### src/srpg_pkg.sv
// Types and constants of the stepper ramp pulse generator.
`default_nettype none
package srpg_pkg;

  localparam int unsigned PeriodW = 16;
  localparam int unsigned CountW  = 16;
  localparam int unsigned CfgIdxW = 1;

  localparam logic [PeriodW-1:0] UpperReset = 16'd875;
  localparam logic [PeriodW-1:0] LowerReset = 16'd825;

  localparam logic [CfgIdxW-1:0] CFG_UPPER = 1'b0;
  localparam logic [CfgIdxW-1:0] CFG_LOWER = 1'b1;

  localparam logic FUNC_TICK  = 1'b0;
  localparam logic FUNC_START = 1'b1;

  typedef enum logic [3:0] {
    PH_IDLE   = 4'b0001,
    PH_ACCEL  = 4'b0010,
    PH_CRUISE = 4'b0100,
    PH_DECEL  = 4'b1000
  } phase_e;

  typedef struct packed {
    logic               func;
    logic               direction;
    logic [CountW-1:0]  ramp_steps;
    logic [CountW-1:0]  cruise_steps;
  } item_t;

  typedef struct packed {
    phase_e             phase;
    logic [PeriodW-1:0] half_period;
    logic [PeriodW-1:0] tick_count;
    logic [CountW-1:0]  pulse_count;
    logic               second_half;
    logic               direction;
    logic [CountW-1:0]  ramp_steps;
    logic [CountW-1:0]  cruise_steps;
    logic               enabled;
  } state_t;

  typedef struct packed {
    logic step_level;
    logic dir_level;
    logic enable_n;
    logic busy;
    logic start_taken;
  } res_t;

  typedef struct packed {
    logic [PeriodW-1:0] upper;
    logic [PeriodW-1:0] lower;
  } cfg_t;

endpackage
`default_nettype wire

### src/srpg_next.sv
// Next-state and result logic for one request of the pulse generator.
`default_nettype none
module srpg_next (
  input  srpg_pkg::cfg_t   cfg_i,
  input  srpg_pkg::item_t  item_i,
  input  srpg_pkg::state_t cur_i,
  output srpg_pkg::state_t nxt_o,
  output srpg_pkg::res_t   res_o
);

  logic                         is_idle;
  logic                         start_ok;
  logic [srpg_pkg::CountW-1:0]  ramp_v;
  logic [srpg_pkg::CountW-1:0]  cruise_v;
  logic                         ramp_ok;
  srpg_pkg::phase_e             dec_ph;
  logic [srpg_pkg::PeriodW-1:0] dec_g;
  srpg_pkg::phase_e             cru_ph;
  logic [srpg_pkg::PeriodW-1:0] cru_g;
  srpg_pkg::phase_e             seg_ph;
  logic [srpg_pkg::PeriodW-1:0] seg_g;
  logic                         seg_new;
  logic [srpg_pkg::PeriodW-1:0] len;
  logic [srpg_pkg::PeriodW-1:0] tick_inc;
  logic [srpg_pkg::CountW-1:0]  pulse_inc;
  logic [srpg_pkg::CountW-1:0]  need;
  logic [srpg_pkg::PeriodW-1:0] g_dec;
  logic [srpg_pkg::PeriodW:0]   g_inc;

  always_comb begin
    is_idle  = (cur_i.phase == srpg_pkg::PH_IDLE);
    start_ok = (item_i.func == srpg_pkg::FUNC_START) && is_idle;
    ramp_v   = start_ok ? item_i.ramp_steps   : cur_i.ramp_steps;
    cruise_v = start_ok ? item_i.cruise_steps : cur_i.cruise_steps;
    ramp_ok  = (cfg_i.upper > cfg_i.lower) && (ramp_v != '0);

    // Entry into deceleration, or the end of the move if the ramp is empty or upper is not above lower.
    dec_ph = ramp_ok ? srpg_pkg::PH_DECEL : srpg_pkg::PH_IDLE;
    dec_g  = ramp_ok ? cfg_i.lower : '0;
    // Entry into cruise, falling through to deceleration.
    cru_ph = (cruise_v != '0) ? srpg_pkg::PH_CRUISE : dec_ph;
    cru_g  = (cruise_v != '0) ? cfg_i.lower : dec_g;

    len       = (cur_i.half_period == '0) ? {{(srpg_pkg::PeriodW-1){1'b0}}, 1'b1}
                                          : cur_i.half_period;
    tick_inc  = cur_i.tick_count + 1'b1;
    pulse_inc = cur_i.pulse_count + 1'b1;
    need      = (cur_i.phase == srpg_pkg::PH_CRUISE) ? cur_i.cruise_steps
                                                     : cur_i.ramp_steps;
    g_dec     = cur_i.half_period - 1'b1;
    g_inc     = {1'b0, cur_i.half_period} + 1'b1;

    nxt_o   = cur_i;
    res_o   = '0;
    seg_new = 1'b0;
    seg_ph  = srpg_pkg::PH_IDLE;
    seg_g   = '0;

    if (start_ok) begin
      nxt_o.direction    = item_i.direction;
      nxt_o.ramp_steps   = item_i.ramp_steps;
      nxt_o.cruise_steps = item_i.cruise_steps;
      nxt_o.enabled      = 1'b1;
      seg_new            = 1'b1;
      seg_ph             = ramp_ok ? srpg_pkg::PH_ACCEL : cru_ph;
      seg_g              = ramp_ok ? cfg_i.upper : cru_g;
      res_o.start_taken  = 1'b1;
      res_o.step_level   = (seg_ph != srpg_pkg::PH_IDLE);
      res_o.dir_level    = (seg_ph != srpg_pkg::PH_IDLE) && item_i.direction;
    end else if (!is_idle) begin
      res_o.step_level = !cur_i.second_half;
      res_o.dir_level  = cur_i.direction;
      if (item_i.func == srpg_pkg::FUNC_TICK) begin
        if (tick_inc < len) begin
          nxt_o.tick_count = tick_inc;
        end else begin
          nxt_o.tick_count = '0;
          if (!cur_i.second_half) begin
            nxt_o.second_half = 1'b1;
          end else begin
            nxt_o.second_half = 1'b0;
            nxt_o.pulse_count = pulse_inc;
            if (pulse_inc >= need) begin
              seg_new = 1'b1;
              case (cur_i.phase)
                srpg_pkg::PH_ACCEL: begin
                  if ((cur_i.half_period != '0) && (g_dec > cfg_i.lower)) begin
                    seg_ph = srpg_pkg::PH_ACCEL;
                    seg_g  = g_dec;
                  end else begin
                    seg_ph = cru_ph;
                    seg_g  = cru_g;
                  end
                end
                srpg_pkg::PH_CRUISE: begin
                  seg_ph = dec_ph;
                  seg_g  = dec_g;
                end
                default: begin
                  if (g_inc < {1'b0, cfg_i.upper}) begin
                    seg_ph = srpg_pkg::PH_DECEL;
                    seg_g  = g_inc[srpg_pkg::PeriodW-1:0];
                  end
                end
              endcase
            end
          end
        end
      end
    end

    if (seg_new) begin
      nxt_o.phase       = seg_ph;
      nxt_o.half_period = seg_g;
      nxt_o.tick_count  = '0;
      nxt_o.pulse_count = '0;
      nxt_o.second_half = 1'b0;
    end

    res_o.enable_n = !nxt_o.enabled;
    res_o.busy     = (nxt_o.phase != srpg_pkg::PH_IDLE);
  end

endmodule
`default_nettype wire

### src/stepper_ramp_pulse_generator.sv
// A request accepted into the input register moves into the result register once
// that register is empty or its result is being taken. Throughput: one request per
// cycle, held back only when both registers are full and the result is not being taken.
// That rate is set by the state register feeding back through one pass of the
// next-state logic. Reset is asynchronous and active low: the move state goes
// idle with the driver enable cleared, and both half-periods reload.
`default_nettype none
module stepper_ramp_pulse_generator (
  input  wire logic                                clk_i,
  input  wire logic                                rst_ni,
  // Request channel.
  input  wire logic                                in_valid_i,
  output logic                                     in_ready_o,
  input  wire logic                                func_i,
  input  wire logic                                direction_i,
  input  wire logic [srpg_pkg::CountW-1:0]         ramp_steps_i,
  input  wire logic [srpg_pkg::CountW-1:0]         cruise_steps_i,
  // Result channel.
  output logic                                     out_valid_o,
  input  wire logic                                out_ready_i,
  output logic                                     step_level_o,
  output logic                                     dir_level_o,
  output logic                                     enable_n_o,
  output logic                                     busy_res_o,
  output logic                                     start_taken_o,
  // Configuration write port.
  input  wire logic                                cfg_we_i,
  input  wire logic [srpg_pkg::CfgIdxW-1:0]        cfg_idx_i,
  input  wire logic [srpg_pkg::PeriodW-1:0]        cfg_wdata_i
);

  // Half-period registers. They are read live by the next-state logic, so a
  // change made between moves applies to the next start.
  srpg_pkg::cfg_t   cfg_q;

  // Input register: one request waiting for its pass through the logic.
  srpg_pkg::item_t  item_q;
  logic             item_vld_q;

  // Move state: phase, counters and the values latched at start.
  srpg_pkg::state_t state_q;
  srpg_pkg::state_t state_d;

  // Result register, which is also the output skid.
  srpg_pkg::res_t   res_q;
  srpg_pkg::res_t   res_d;
  logic             res_vld_q;

  logic             advance;
  srpg_pkg::item_t  item_in;

  // A buffered request moves into the result register whenever that
  // register is empty or is being drained in this very cycle.
  assign advance    = item_vld_q && (!res_vld_q || out_ready_i);
  assign in_ready_o = !item_vld_q || !res_vld_q || out_ready_i;

  always_comb begin
    item_in.func         = func_i;
    item_in.direction    = direction_i;
    item_in.ramp_steps   = ramp_steps_i;
    item_in.cruise_steps = cruise_steps_i;
  end

  always_ff @(posedge clk_i or negedge rst_ni) begin
    if (!rst_ni) begin
      cfg_q.upper <= srpg_pkg::UpperReset;
      cfg_q.lower <= srpg_pkg::LowerReset;
    end else if (cfg_we_i) begin
      case (cfg_idx_i)
        srpg_pkg::CFG_UPPER: cfg_q.upper <= cfg_wdata_i;
        srpg_pkg::CFG_LOWER: cfg_q.lower <= cfg_wdata_i;
        default: begin
        end
      endcase
    end
  end

  always_ff @(posedge clk_i or negedge rst_ni) begin
    if (!rst_ni) begin
      item_vld_q <= 1'b0;
    end else if (in_ready_o) begin
      item_vld_q <= in_valid_i;
    end
  end

  // The payload needs no reset; it is only looked at while its valid is set.
  always_ff @(posedge clk_i) begin
    if (in_valid_i && in_ready_o) begin
      item_q <= item_in;
    end
  end

  srpg_next u_next (
    .cfg_i  (cfg_q),
    .item_i (item_q),
    .cur_i  (state_q),
    .nxt_o  (state_d),
    .res_o  (res_d)
  );

  always_ff @(posedge clk_i or negedge rst_ni) begin
    if (!rst_ni) begin
      state_q <= '{phase: srpg_pkg::PH_IDLE, default: '0};
    end else if (advance) begin
      state_q <= state_d;
    end
  end

  always_ff @(posedge clk_i or negedge rst_ni) begin
    if (!rst_ni) begin
      res_vld_q <= 1'b0;
    end else if (advance) begin
      res_vld_q <= 1'b1;
    end else if (out_ready_i) begin
      res_vld_q <= 1'b0;
    end
  end

  always_ff @(posedge clk_i) begin
    if (advance) begin
      res_q <= res_d;
    end
  end

  assign out_valid_o   = res_vld_q;
  assign step_level_o  = res_q.step_level;
  assign dir_level_o   = res_q.dir_level;
  assign enable_n_o    = res_q.enable_n;
  assign busy_res_o    = res_q.busy;
  assign start_taken_o = res_q.start_taken;

endmodule
`default_nettype wire

### config.mk
export PLATFORM = sky130hd
export DESIGN_NAME = stepper_ramp_pulse_generator
export DESIGN_NICKNAME = d
export VERILOG_FILES = /design/src/srpg_pkg.sv /design/src/srpg_next.sv /design/src/stepper_ramp_pulse_generator.sv
export SDC_FILE = /design/constraint.sdc
export NUM_CORES = 1
export LEC_CHECK = 0
export BUFFER_PORTS_ARGS = -buffer_cell sky130_fd_sc_hd__buf_2
export CAP_MARGIN = 20
export CORE_ASPECT_RATIO = 1.2
export CORE_MARGIN = 2
export CORE_UTILIZATION = 56
export DETAILED_ROUTE_END_ITERATION = 6
export PLACE_DENSITY = 0.77
export SLEW_MARGIN = 0
export SYNTH_ARGS = -nofsm -noshare
export SYNTH_HDL_FRONTEND = slang
export SYNTH_SLANG_ARGS = --single-unit
### constraint.sdc
create_clock -name clk_i -period 3.9 [get_ports clk_i]
set_input_delay 0.39 -clock clk_i [delete_from_list [all_inputs] [get_ports clk_i]]
set_output_delay 0.39 -clock clk_i [all_outputs]
set_load 0.02 [all_outputs]
**After elaboration in Yosys (flattened, before gate mapping)**

Index checks and enable logic that the tools add are counted.

- Memory bits (writable): 0
- Memories: 0
- Output and inout bits: 7
- Word-level logic and storage cells: 115
- Register bits: 160
- Bits in latches: 0
- ROM bits: 0

- Equality and inequality tests: 9
- Divide/modulo/power cells: 0
- Reductions and logical operators: 26
- Shift-type cells: 0
- $lt $le $gt $ge: 5
- Multipliers: 0
- Add/sub/neg operators: 4
- Bitwise logic cells: 1
- Muxes and demuxes: 48

Operators with widths:

| cell | count |
|---|---|
| $mux 16 | 17 |
| $mux 33 | 3 |
| $mux 53 | 1 |
| $reduce_bool 16->1 | 3 |
| $mux 4 | 11 |
| $add 16x1->16 const B | 2 |
| $gt 16x16->1 | 2 |
| $pmux 16 s2 | 1 |
| $add 16x1->17 const B | 1 |
| $lt 17x16->1 | 1 |
| $mux 17 | 1 |
| $ge 16x16->1 | 1 |
| $logic_not 16->1 | 1 |
| $lt 16x16->1 | 1 |
| $sub 16x1->16 const B | 1 |
| $mux 1 | 11 |
| $ne 4x1->1 const B | 2 |
| $pmux 4 s2 | 1 |
| $reduce_and 2->1 | 4 |
| $logic_and 1x1->1 | 6 |
| $reduce_and 6->1 | 1 |
| $reduce_and 5->1 | 1 |
| $eq 4x1->1 const B | 1 |
| $eq 4x2->1 const B | 1 |
| other kinds (9) | 18 |

**Longest topological paths before layout**

Gate-level depths: netlist of the first run.

- Depth after elaboration: 17
- Mapped depth: 17

**By module**

A second synthesis of the first run with hierarchy kept.

- Cell total of the unflattened synthesis: 1106
- Area total of the unflattened synthesis: 10965.5 um2

Modules (own cells, without submodules):

| module | cells an instance | seq. area each (um2) | instances | area each (um2) |
|---|---|---|---|---|
| stepper_ramp_pulse_generator | 300 | 4216.5 | 1 | 5771.8 |
| srpg_next | 806 | 0.0 | 1 | 5193.7 |

**Least setup slack after synthesis of the first run**

Ideal clock, no wire load.

- Path type: register to register
- From: reg state_q[51] in the netlist's numbering
- To: reg state_q[46] in the netlist's numbering
- Period minus slack after synthesis: 4.007 ns
- Setup time: 0.121 ns
- Data arrival time: 3.886 ns
- Cell stages (with the launch flop): 17
- Path buffers: 1
- Slack: -0.107 ns
- Cell sequence: dfrtp_1 ha_1 and3_1 and3_1 and3_1 and3_1 and3_1 xor2_1 ha_1 nand4_1 nor4_1 a221o_1 o311ai_4 o31ai_1 clkbuf_1 o21ai_0 o2bb2ai_2

- Word-level cells in the longest chain between the ends: 8
- Elaborated cells on any way between the ends: 13
- Classes of those cells: 1 x add/sub; 1 x order compare; 4 x eq/ne; 5 x mux; 2 x reduce/logical

RTL lines:

| item | line | RTL |
|---|---|---|
| start: declaration | stepper_ramp_pulse_generator.sv:41 | `srpg_pkg::state_t state_q;` |
| start signal: assignment | stepper_ramp_pulse_generator.sv:105 | `state_q <= state_d;` |
| $add 16x1->16 * | srpg_next.sv:46 | `tick_inc = cur_i.tick_count + 1'b1;` |
| $lt 16x16->1 * | srpg_next.sv:74 | `if (tick_inc < len) begin` |
| $mux 1 | srpg_next.sv:74 |  |
| $mux 1 | srpg_next.sv:73 | `if (item_i.func == srpg_pkg::FUNC_TICK) begin` |
| $mux 1 | srpg_next.sv:70 | `end else if (!is_idle) begin` |
| $mux 1 | srpg_next.sv:59 | `if (start_ok) begin` |
| $ne 2x1->1 (no source line) (tied with other cells) | - |  |
| $reduce_and 6->1 (no source line) | - |  |

Mark *: on every way between the ends. The rest lies on a longest branch, timed or not.
A chain may end at the register's enable or synchronous reset.

**Worst setup path after layout of the first run**

- From: reg state_q[51] in the netlist's numbering
- To: reg state_q[70] in the netlist's numbering

- Word-level cells in the longest chain between the ends: 7
- Elaborated cells on any way between the ends: 11
- Classes of those cells: 1 x add/sub; 1 x order compare; 8 x mux; 1 x reduce/logical

RTL lines:

| item | line |
|---|---|
| $add 16x1->16 * | srpg_next.sv:46 |
| $lt 16x16->1 * | srpg_next.sv:74 |
| $mux 1 | srpg_next.sv:74 |
| $mux 1 | srpg_next.sv:73 |
| $mux 1 | srpg_next.sv:70 |
| $mux 1 | srpg_next.sv:59 |
| $reduce_and 2->1 (no source line) | - |

Marked as above.

==> results of run 1 <==
[sequential cells by signal, indices dropped and copies added (netlist names)]
signal	cells
state_q	87
item_q	34
cfg_q	32
busy_res_o	1
dir_level_o	1
enable_n_o	1
item_vld_q	1
out_valid_o	1
start_taken_o	1
step_level_o	1
[through the flow]
stage,setup WS [ns],util [%]
6_report,-0.134,68.5
5_1_grt,-0.220,68.5
4_1_cts,-0.0176,66.1
3_5_place_dp,-0.178,62.2
3_3_place_gp,-0.0303,62.2
2_1_floorplan,-0.00327,-
[final cells by class]
cell class	instances	area [µm²]
Clock inverter	15	226
Inverter	53	199
Timing Repair Buffer	136	972
Fill cell	1294	5490
Sequential cell	160	4220
Multi-Input combinational cell	726	5630
Clock buffer	17	425
Tap cell	220	275
[worst max path at each step]
stage | from | end | cells past startpoint
2_1_floorplan | state_q[51] | state_q[46] | 16
3_3_place_gp | state_q[51] | state_q[76] | 17
3_5_place_dp | state_q[51] | state_q[76] | 17
4_1_cts | state_q[51] | busy_res_o | 16
5_1_grt | state_q[51] | state_q[39] | 17
6_report | state_q[51] | state_q[70] | 17
[per-layer routing]
layer  routed length (µm)  part of all wire, %  vias up  GRT usage (%)
met5                    0                    0        -              0
met4                 1280                  4.9        0           14.9
met3                 1230                  4.8      116           4.47
met2                13600                   52      323           48.4
met1                 9790                   38     4027           30.3
li1                     -                    -     3831              -
[cells in the mapped netlist (2+ instances only)]
library cell  instances
a211o_1               2
nand4_1              22
and3_1               33
o21ai_1              17
a221oi_1             15
nand2_1              76
o31ai_1              19
buf_2                 5
or3_1                 4
or4_1                 2
o211ai_1             19
clkbuf_1             33
inv_1                50
a41o_1                2
o22ai_1               2
nor2_1               65
o21a_1               17
nand3b_1              2
a21oi_1              32
clkinv_1              3
a32o_1                2
nand2b_1             18
ha_1                 82
a2111oi_0             2
o21ai_2               2
mux2_2               51
nor4_1               22
xnor2_1              39
and2_1                3
nor4b_1               2
o21ai_0              48
a221o_1               3
a31oi_1               4
nand3_1              30
nor2b_1              10
dfrtp_1             107
o2bb2ai_2             5
xor2_1               16
mux2i_1              15
edfxtp_1             39
dfstp_2              14
nor3_1                8
a211oi_1              2
a22o_1                2
a21o_1                9
[cells by family after synthesis]
family / synth area share [%]
simple gates: 16.2
fa+ha+maj: 10.4
compound gates: 14.9
xor+xnor: 4.87
flops: 42.6
mux: 7.43
buf+inv: 3.70
[power breakdown]
| part | switching (µW) | internal [µW] | total, µW | leakage, µW |
|---|---|---|---|---|
| Clock | 813 | 991 | 1800 | 0.000311 |
| Sequential | 88.5 | 1830 | 1920 | 0.00187 |
| Combinational | 346 | 244 | 590 | 0.00327 |
| Total | 1250 | 3060 | 4310 | 0.00545 |
[timing repair]
item / in CTS / in global routing
pin swaps: 1 / 27
hold buffers: 0 / 1
endpoints found under the hold margin: 0 / 15
cloned: 0 / 2
setup buffers: 0 / 10
setup endpoints to repair: 30 / 45
resized for setup: 7 / 65
==> results.json, run 1 <==
{
  "worst_pin_slew_ns": 0.801,
  "cp_max_fo": 17,
  "hold_depth": 1,
  "worst_hold_path.endpoint": "item_q[3]",
  "required_ns": 4.22,
  "cp_slowest_cell": "o311ai_4",
  "critPathMaxStageDelay_ns": 0.62,
  "dpl.cell_count": 1281,
  "first_pass_iters": 6,
  "cp-start-kind": "register",
  "clock.fmax_mhz": 248,
  "rrSetupSlack_ns": -0.13,
  "ys_ff_latch": 160,
  "synth_fp_nets": 1117,
  "failed_checks": "setup timing",
  "design.die.area_um2": 18800,
  "grt.overflow.total": 0,
  "pin_count": 63,
  "p_per_area_nw_per_um2": 361,
  "worstPathCellList": "ha_2 -> and3_4 -> and3_4 -> and3_4 -> and3_4 -> buf_6 -> nand3_4 -> xnor2_2 -> ha_1 -> nand4_1 -> nor4_4 -> a221o_1 -> o311ai_4 -> o21ai_2 -> buf_12 -> o21a_1 -> o31ai_1",
  "drive_gt1_share_pct": 27.0,
  "grt_pass1_wl_um": 40100,
  "max_slew_margin_pct": 45.2,
  "worst_setup_path_end_kind": "register",
  "critical-path-top-delay-family": "compound AO/OA/AOI/OAI gates",
  "min-delay-start": "cruise_steps_i[3]",
  "reg2reg_depth": 17,
  "drc": 0,
  "htree_num_levels": 4,
  "cts_sinks": 160,
  "yosys_warnings": 0,
  "die_height_um": 150,
  "cp_common_cell": "and3_4",
  "arrival_ns": 4.35,
  "vias": 8297,
  "synthTopCellsByArea": "dfrtp_1 (27%), edfxtp_1 (12%), ha_1 (10%)",
  "track_usage_pct": 26.8,
  "start_util_pct": 56.8,
  "core.rowCount": 53,
  "rr_startpoint": "state_q[51]",
  "syn_avg_cell_area_um2": 10.1,
  "maxCapViolCount": 0,
  "tritoncts": "yes",
  "fin_crit_ns": 4.03,
  "port-buffer-count": 62,
  "core-area_um2": 17400,
  "antenna_found_initial": 0,
  "cts_buffers": 17,
  "yosysTopAreaCellShare_pct": 27.1,
  "synthArstFlopShare_pct": 75.6,
  "post_drt_wl_per_cell_um": 19.5,
  "cts_buffer_depth": 2,
  "insertion_delay_ns": 0.44,
  "ys_types": 69,
  "routed_wl_um": 25900,
  "hold_slack_ns": 0.120,
  "cts_root_buf": "clkbuf_16",
  "antenna_cells": 0,
  "syn2layout_area_growth_pct": 20.7,
  "synth_ff_type": "dfrtp_1",
  "path_buf_inv": 2,
  "final_cells": 1327,
  "layout.nets": 1232,
  "postRouteAntennaNets": 0,
  "layout_setup_ws_ns": -0.134,
  "synth_largest_area_cell": "dfrtp_1",
  "finalPower_uw": 4310,
  "clock_skew_ns": 0.0114,
  "rsz0062_at_grt": "true",
  "post-route-period-util_pct": 103,
  "fin_tns_setup_ns": -2.76,
  "clkTransAtPathRegs_ns": 0.07,
  "hold_path_class": "in -> reg",
  "syn_inst": 979,
  "criticalPathCategory": "reg -> reg",
  "via_per_inst": 6.25,
  "setup_violations": 34,
  "grt_max_degree": 83,
  "grt_pass1_vias": 8155,
  "die_w_um": 125,
  "placed_area_um2": 10900,
  "status": "complete, but fails checks",
  "final_cell_mix": "dfrtp_1 (106), ha_1 (80), nand2_1 (73)",
  "irDropWorstVdd_uv": 337,
  "ys_seq_area_share_pct": 42.6,
  "final_area_um2": 11900,
  "final_common_cell": "dfrtp_1",
  "drv_slew": 0,
  "netlist_area_um2": 9900,
  "finalHoldViolations": 0,
  "leakage_uw": 0.00545,
  "synth_edf_count": 39,
  "r2r_end": "state_q[70]",
  "hpwl_um": 18400,
  "gp_congestion": 0.924,
  "drt_iter0_markers": 544
}
(Power assumes the default switching activity.)
==> run 2: changes to the inputs <==
Settings changed: CORE_MARGIN 2 to 1.5.
==> run 2 against run 1 <==
Compared with the run above:
- the run still ends with setup timing left
- clock-buffer cell count is the same
- hold slack lost 0.070 ns
- die area shrank 1.5%
- clock power shrank 3%
- register-to-register slack gained 0.13 ns
- final cell count grew 0.30%
- via count grew 1.1%
- setup slack gained 0.13 ns
- sequential power is essentially flat
- sequential share of layout area shrank 0.68 points
- combinational power shrank 1%
- total power shrank 1.7%
- largest cell class unchanged
==> results.json, run 2 (synthesis gave the netlist of run 1 again) <==
{
  "status": "complete, but fails checks",
  "failed_checks": "setup timing",
  "finalHoldViolations": 0,
  "drive_gt1_share_pct": 28.4,
  "track_usage_pct": 27.7,
  "die_w_um": 124,
  "drv_slew": 0,
  "first_pass_iters": 5,
  "largest_register_ffs": 87,
  "cts_buffers": 17,
  "max_slew_margin_pct": 32.0,
  "vias": 8392,
  "final_common_cell": "dfrtp_1",
  "cp-start-kind": "register",
  "gr-usage-met3_pct": 4.39,
  "core.rowCount": 53,
  "grt_use_met2_pct": 50.7,
  "hold_slack_ns": 0.0499,
  "final_cells": 1331,
  "arrival_ns": 4.26,
  "layout.nets": 1236,
  "cts_root_buf": "clkbuf_16",
  "post-route-period-util_pct": 100,
  "design.die.area_um2": 18500,
  "syn2layout_area_growth_pct": 23.1,
  "finalPower_uw": 4240,
  "finalCoreUtilization_pct": 69.8,
  "via_per_inst": 6.31,
  "die_height_um": 149,
  "drt_iter0_markers": 619,
  "p_per_area_nw_per_um2": 348,
  "grt_pass1_vias": 8305,
  "pin_count": 63,
  "rr_startpoint": "state_q[69]",
  "criticalPathCategory": "reg -> reg",
  "leakage_uw": 0.00555,
  "antenna_found_initial": 0,
  "grt_pass1_wl_um": 40900,
  "routed_wl_um": 27200,
  "postRouteAntennaNets": 0,
  "required_ns": 4.25,
  "cts_sinks": 160,
  "cts_buffer_depth": 2,
  "rsz0062_at_grt": "true",
  "postCtsHoldBufs": 0,
  "hold_path_class": "in -> async",
  "maxCapViolCount": 0,
  "insertion_delay_ns": 0.44,
  "clock_skew_ns": 0.0146,
  "fill_cells": 1224,
  "irDropWorstVdd_uv": 372,
  "worst_pin_slew_ns": 1.02,
  "tritoncts": "yes",
  "clkTransAtPathRegs_ns": 0.08,
  "layout_setup_ws_ns": -0.00631,
  "core-area_um2": 17400,
  "crit_path_start": "state_q[69]",
  "fin_crit_ns": 3.91,
  "use_met1_pct": 30.6,
  "gp_congestion": 0.922,
  "setup_violations": 3,
  "port-buffer-count": 62,
  "post_drt_wl_per_cell_um": 20.4,
  "grt.overflow.total": 0,
  "cp_max_fo": 16,
  "dpl.cell_count": 1281,
  "worst_setup_path_end_kind": "register",
  "busiest_layer": "met2",
  "htree_num_levels": 4,
  "clock.fmax_mhz": 256,
  "pre_cts_slack_ns": -0.102,
  "antenna_cells": 0,
  "final_cell_mix": "dfrtp_1 (107), ha_1 (81), nand2_1 (74)",
  "top_regs": "state_q x87, item_q x34, cfg_q x32",
  "hpwl_um": 18500,
  "regMostFlops": "state_q",
  "grt_max_degree": 64,
  "drc": 0,
  "start_util_pct": 56.8
}
[run 2: cell count changes in the layout (fill, tap and decap cells not counted), moves of 5 or more]
cell      previous run  this run
xnor2_2              2         7
o31ai_4              1        12
o21ai_2              6         0
xnor2_1             37        32
a221oi_2             2        10
o31ai_1             11         3
a221oi_1            13         5
[run 2: final timing paths]
path	cells after the start	slack (ns)	to
max in group asynchronous	2	2.97	cfg_q[0]
min	1	0.05	state_q[66]
max	15	-0.006	state_q[82]
min reg2reg	1	0.49	out_valid_o
max reg2reg	15	-0.006	state_q[82]
min in group clk_i	1	0.12	item_q[31]
[run 2: worst max-delay path, cell delays in order, from the launching register on]
cell	delay, ns
dfrtp_1	0.39
or3_4	0.40
buf_4	0.16
nand4b_4	0.18
nor3_1	0.24
xnor2_1	0.20
ha_1	0.33
nand4_1	0.15
or4_1	0.56
o31ai_1	0.12
a41o_4	0.20
and3_1	0.16
o21a_1	0.16
buf_12	0.17
a221oi_2	0.09
o31ai_4	0.29
[run 2: area by class of cell]
type / instances / area (µm²) / area share [%]
multi-input combinational: 726 / 5810 / 47.7
sequential: 160 / 4220 / 34.6
inverter: 53 / 199 / 1.63
clock buffer: 17 / 425 / 3.49
timing repair buffer: 140 / 1060 / 8.68
tap: 220 / 275 / 2.26
clock inverter: 15 / 194 / 1.59
[run 2: where the power goes]
| group | total [µW] | internal [µW] | switching, µW |
|---|---|---|---|
| sequential | 1920 | 1830 | 92.5 |
| combinational | 582 | 234 | 348 |
| clock | 1740 | 926 | 809 |
| total | 4240 | 2990 | 1250 |
[run 2: what timing repair did]
item	4_1_cts	5_1_grt
pin swaps	9	36
cloned	1	2
buffers inserted	7	8
resized for setup	10	93
endpoints found under the setup margin	24	45
[run 2: per-layer routing]
metal  wire length, µm  vias to the layer above  part of all wire [%]
met1             10200                     4070                    37
li1                  -                     3852                     -
met3              1460                      117                   5.4
met4              1440                        0                   5.3
met2             14100                      353                    52
met5                 0                        -                     0
[run 2: metrics by stage]
step,instance area [µm²],TNS [ns]
detailed placement,10900,-1.20
global placement,10900,0
global route,12200,-3.86
CTS,11600,0
floorplan,9900,-0.00371
finish,12200,-0.00942
==> run 3: changes to the inputs <==
Settings changed: ABC_AREA set to 1.
==> run 3 against run 2 <==
Compared with the run above:
- the flow now finishes without violations
- sequential share of layout area grew 0.95 points
- global-route usage shrank 0.16 points
- cell area shrank 2.7%
- sequential power is essentially flat
- die area grew 5.2%
- combinational power grew 2%
- clock skew grew 0.0067 ns
- total power shrank 0.21%
- highest routed layer unchanged
==> results.json, run 3 <==
{
  "ys_ff_latch": 160,
  "cp-start-kind": "register",
  "netlist_area_um2": 10400,
  "synth_fp_nets": 1525,
  "ys_types": 43,
  "dpl.cell_count": 1664,
  "path_buf_inv": 3,
  "leakage_uw": 0.00609,
  "cp_max_fo": 10,
  "synth_edf_count": 39,
  "htree_num_levels": 4,
  "core.rowCount": 54,
  "antenna_cells": 0,
  "hpwl_um": 19500,
  "first_pass_iters": 5,
  "top_regs": "state_q x87, item_q x34, cfg_q x32",
  "worst_pin_slew_ns": 0.913,
  "synthTopCellsByCount": "nand2_1 (428), inv_1 (194), o21ai_0 (114), nor2_1 (111), dfrtp_1 (107)",
  "layout.nets": 1603,
  "max_slew_margin_pct": 39.0,
  "synthArstFlopShare_pct": 75.6,
  "placed_area_um2": 11100,
  "drt_iter0_markers": 544,
  "largest_register_ffs": 87,
  "clock_skew_ns": 0.0214,
  "synthTopCellsByArea": "dfrtp_1 (26%), nand2_1 (15%), edfxtp_1 (11%)",
  "synth.most_common_cell": "nand2_1",
  "grt_pass1_vias": 9035,
  "cts_root_buf": "clkbuf_16",
  "cts_buffers": 17,
  "core-area_um2": 18200,
  "p_clk_share_pct": 40.7,
  "tritoncts": "yes",
  "clkTransAtPathRegs_ns": 0.07,
  "final_cells": 1702,
  "start_util_pct": 57.3,
  "syn_avg_cell_area_um2": 7.51,
  "synth_ff_type": "dfrtp_1",
  "seqPwrFrac_pct": 45.2,
  "clock.fmax_mhz": 276,
  "drv_slew": 0,
  "die_height_um": 152,
  "cts_sinks": 160,
  "reg2reg_depth": 23,
  "hold_path_class": "in -> async",
  "fin_crit_ns": 3.62,
  "post_drt_wl_per_cell_um": 15.2,
  "vias": 9217,
  "swShare_pct": 30.6,
  "irDropWorstVdd_uv": 285,
  "gp_congestion": 0.982,
  "critical-path-top-delay-family": "simple AND/OR/NAND/NOR gates",
  "syn2layout_area_growth_pct": 13.8,
  "rrSetupSlack_ns": 0.28,
  "yosys_warnings": 0,
  "comb_power_share_pct": 14.1,
  "grt_max_degree": 67,
  "ys_seq_area_share_pct": 40.5,
  "post-route-period-util_pct": 92.8,
  "layout_setup_ws_ns": 0.280,
  "r2r_end": "state_q[73]",
  "drc": 0,
  "antenna_found_initial": 0,
  "maxCapViolCount": 0,
  "worstPathCellList": "inv_1 -> buf_4 -> nand3_1 -> nor3_1 -> buf_4 -> nand2_1 -> nor2_1 -> xor2_1 -> ha_1 -> a21oi_1 -> o21a_1 -> nand2_1 -> nand2_1 -> nand2_1 -> a21oi_4 -> nand2_1 -> nand2_4 -> nand2_1 -> nand3_1 -> nand2_1 -> o21ai_0 -> nand2_1 -> nand2_1",
  "criticalPathCategory": "reg -> reg",
  "critPathMaxStageDelay_ns": 0.42,
  "arrival_ns": 3.99,
  "required_ns": 4.27,
  "cp_common_cell": "nand2_1",
  "cts_buffer_depth": 2,
  "track_usage_pct": 27.5,
  "postRouteAntennaNets": 0,
  "final_common_cell": "nand2_1",
  "setup_violations": 0,
  "die_w_um": 128,
  "synth_largest_area_cell": "dfrtp_1",
  "routed_wl_um": 25900,
  "port-buffer-count": 62,
  "yosysTopAreaCellShare_pct": 25.7,
  "design.die.area_um2": 19400,
  "rr_startpoint": "state_q[67]",
  "via_per_inst": 5.42,
  "insertion_delay_ns": 0.45,
  "grt.overflow.total": 0,
  "p_per_area_nw_per_um2": 357,
  "finalHoldViolations": 0,
  "worst_setup_path_end_kind": "register",
  "regMostFlops": "state_q",
  "final_area_um2": 11900,
  "cp_slowest_cell": "dfrtp_1",
  "status": "complete, no violations",
  "grt_pass1_wl_um": 42400,
  "drive_gt1_share_pct": 12.0,
  "p_int_uw": 2940,
  "final_cell_mix": "nand2_1 (428), inv_1 (193), o21ai_0 (113)",
  "pre_cts_slack_ns": 0.0445,
  "pin_count": 63,
  "syn_inst": 1387,
  "p_switching_uw": 1290
}
==> run 3: cell types whose count changed in the layout (fill, tap and decap cells not counted), moves of 28 or more <==
cell     before  now
buf_4        63   35
o21ai_0      44  113
nand2_1      74  428
nor2_1       60  106
mux2_2       51    0
inv_1        50  193
nand3_1      26   75
==> run 3: cells by family after synthesis <==
kind of cell             after synthesis  synth area share [%]
AO/OA/AOI/OAI                        198                  10.3
XOR/XNOR                              46                  3.87
adder cells (fa/ha/maj)               82                  9.85
buffers and inverters                238                  9.27
flip-flops                           160                  40.5
AND/OR/NAND/NOR                      663                  26.2
==> run 3: area by class of cell <==
| cell class | instances | area, µm² |
|---|---|---|
| Clock buffer | 17 | 425 |
| Tap cell | 224 | 280 |
| Fill cell | 1574 | 6320 |
| Timing Repair Buffer | 100 | 639 |
| Inverter | 197 | 752 |
| Sequential cell | 160 | 4220 |
| Multi-Input combinational cell | 989 | 5340 |
| Clock inverter | 15 | 206 |
==> run 3: stage by stage <==
stage | setup TNS (ns) | hold slack [ns] | power [µW] | util, %
after floorplan | 0 | 0.0944 | 2310 | -
after global placement | 0 | 0.435 | 2490 | 60.9
after detailed placement | 0 | 0.461 | 2510 | 60.9
after CTS | 0 | 0.0901 | 4240 | 64.4
after global routing | -0.0888 | 0.102 | 4430 | 65.2
final | 0 | 0.0718 | 4230 | 65.2
==> run 3: power groups by stage <==
stage | logic, µW | clock network, µW | registers, µW
2_1_floorplan | 391 | 0 | 1920
3_3_place_gp | 540 | 0 | 1950
3_5_place_dp | 559 | 0 | 1950
4_1_cts | 572 | 1750 | 1910
5_1_grt | 696 | 1810 | 1920
6_report | 596 | 1720 | 1910
==> run 3: routing by layer <==
layer	up-vias	routed length (µm)	GRT usage [%]
met3	96	925	4.39
met5	-	0	0
met2	258	13500	49.7
met1	4262	10100	30.7
met4	0	1380	15.0
li1	4601	-	-
==> run 3: what timing repair did <==
| action | in CTS | in global routing |
|---|---|---|
| setup buffers | 0 | 6 |
| endpoints found under the setup margin | 3 | 54 |
| pin swaps | 0 | 6 |
| gates resized for setup | 1 | 27 |
| gates cloned | 0 | 0 |
| hold buffers | 0 | 0 |
==> run 3: worst max-delay path by stage <==
stage | from | end | slack, ns | cells past startpoint
2_1_floorplan | state_q[51] | state_q[67] | 0.61 | 25
3_3_place_gp | state_q[67] | state_q[73] | 0.11 | 25
3_5_place_dp | state_q[67] | state_q[73] | 0.04 | 25
4_1_cts | state_q[67] | state_q[77] | 0.02 | 25
5_1_grt | state_q[51] | state_q[36] | -0.02 | 23
6_report | state_q[67] | state_q[73] | 0.28 | 23
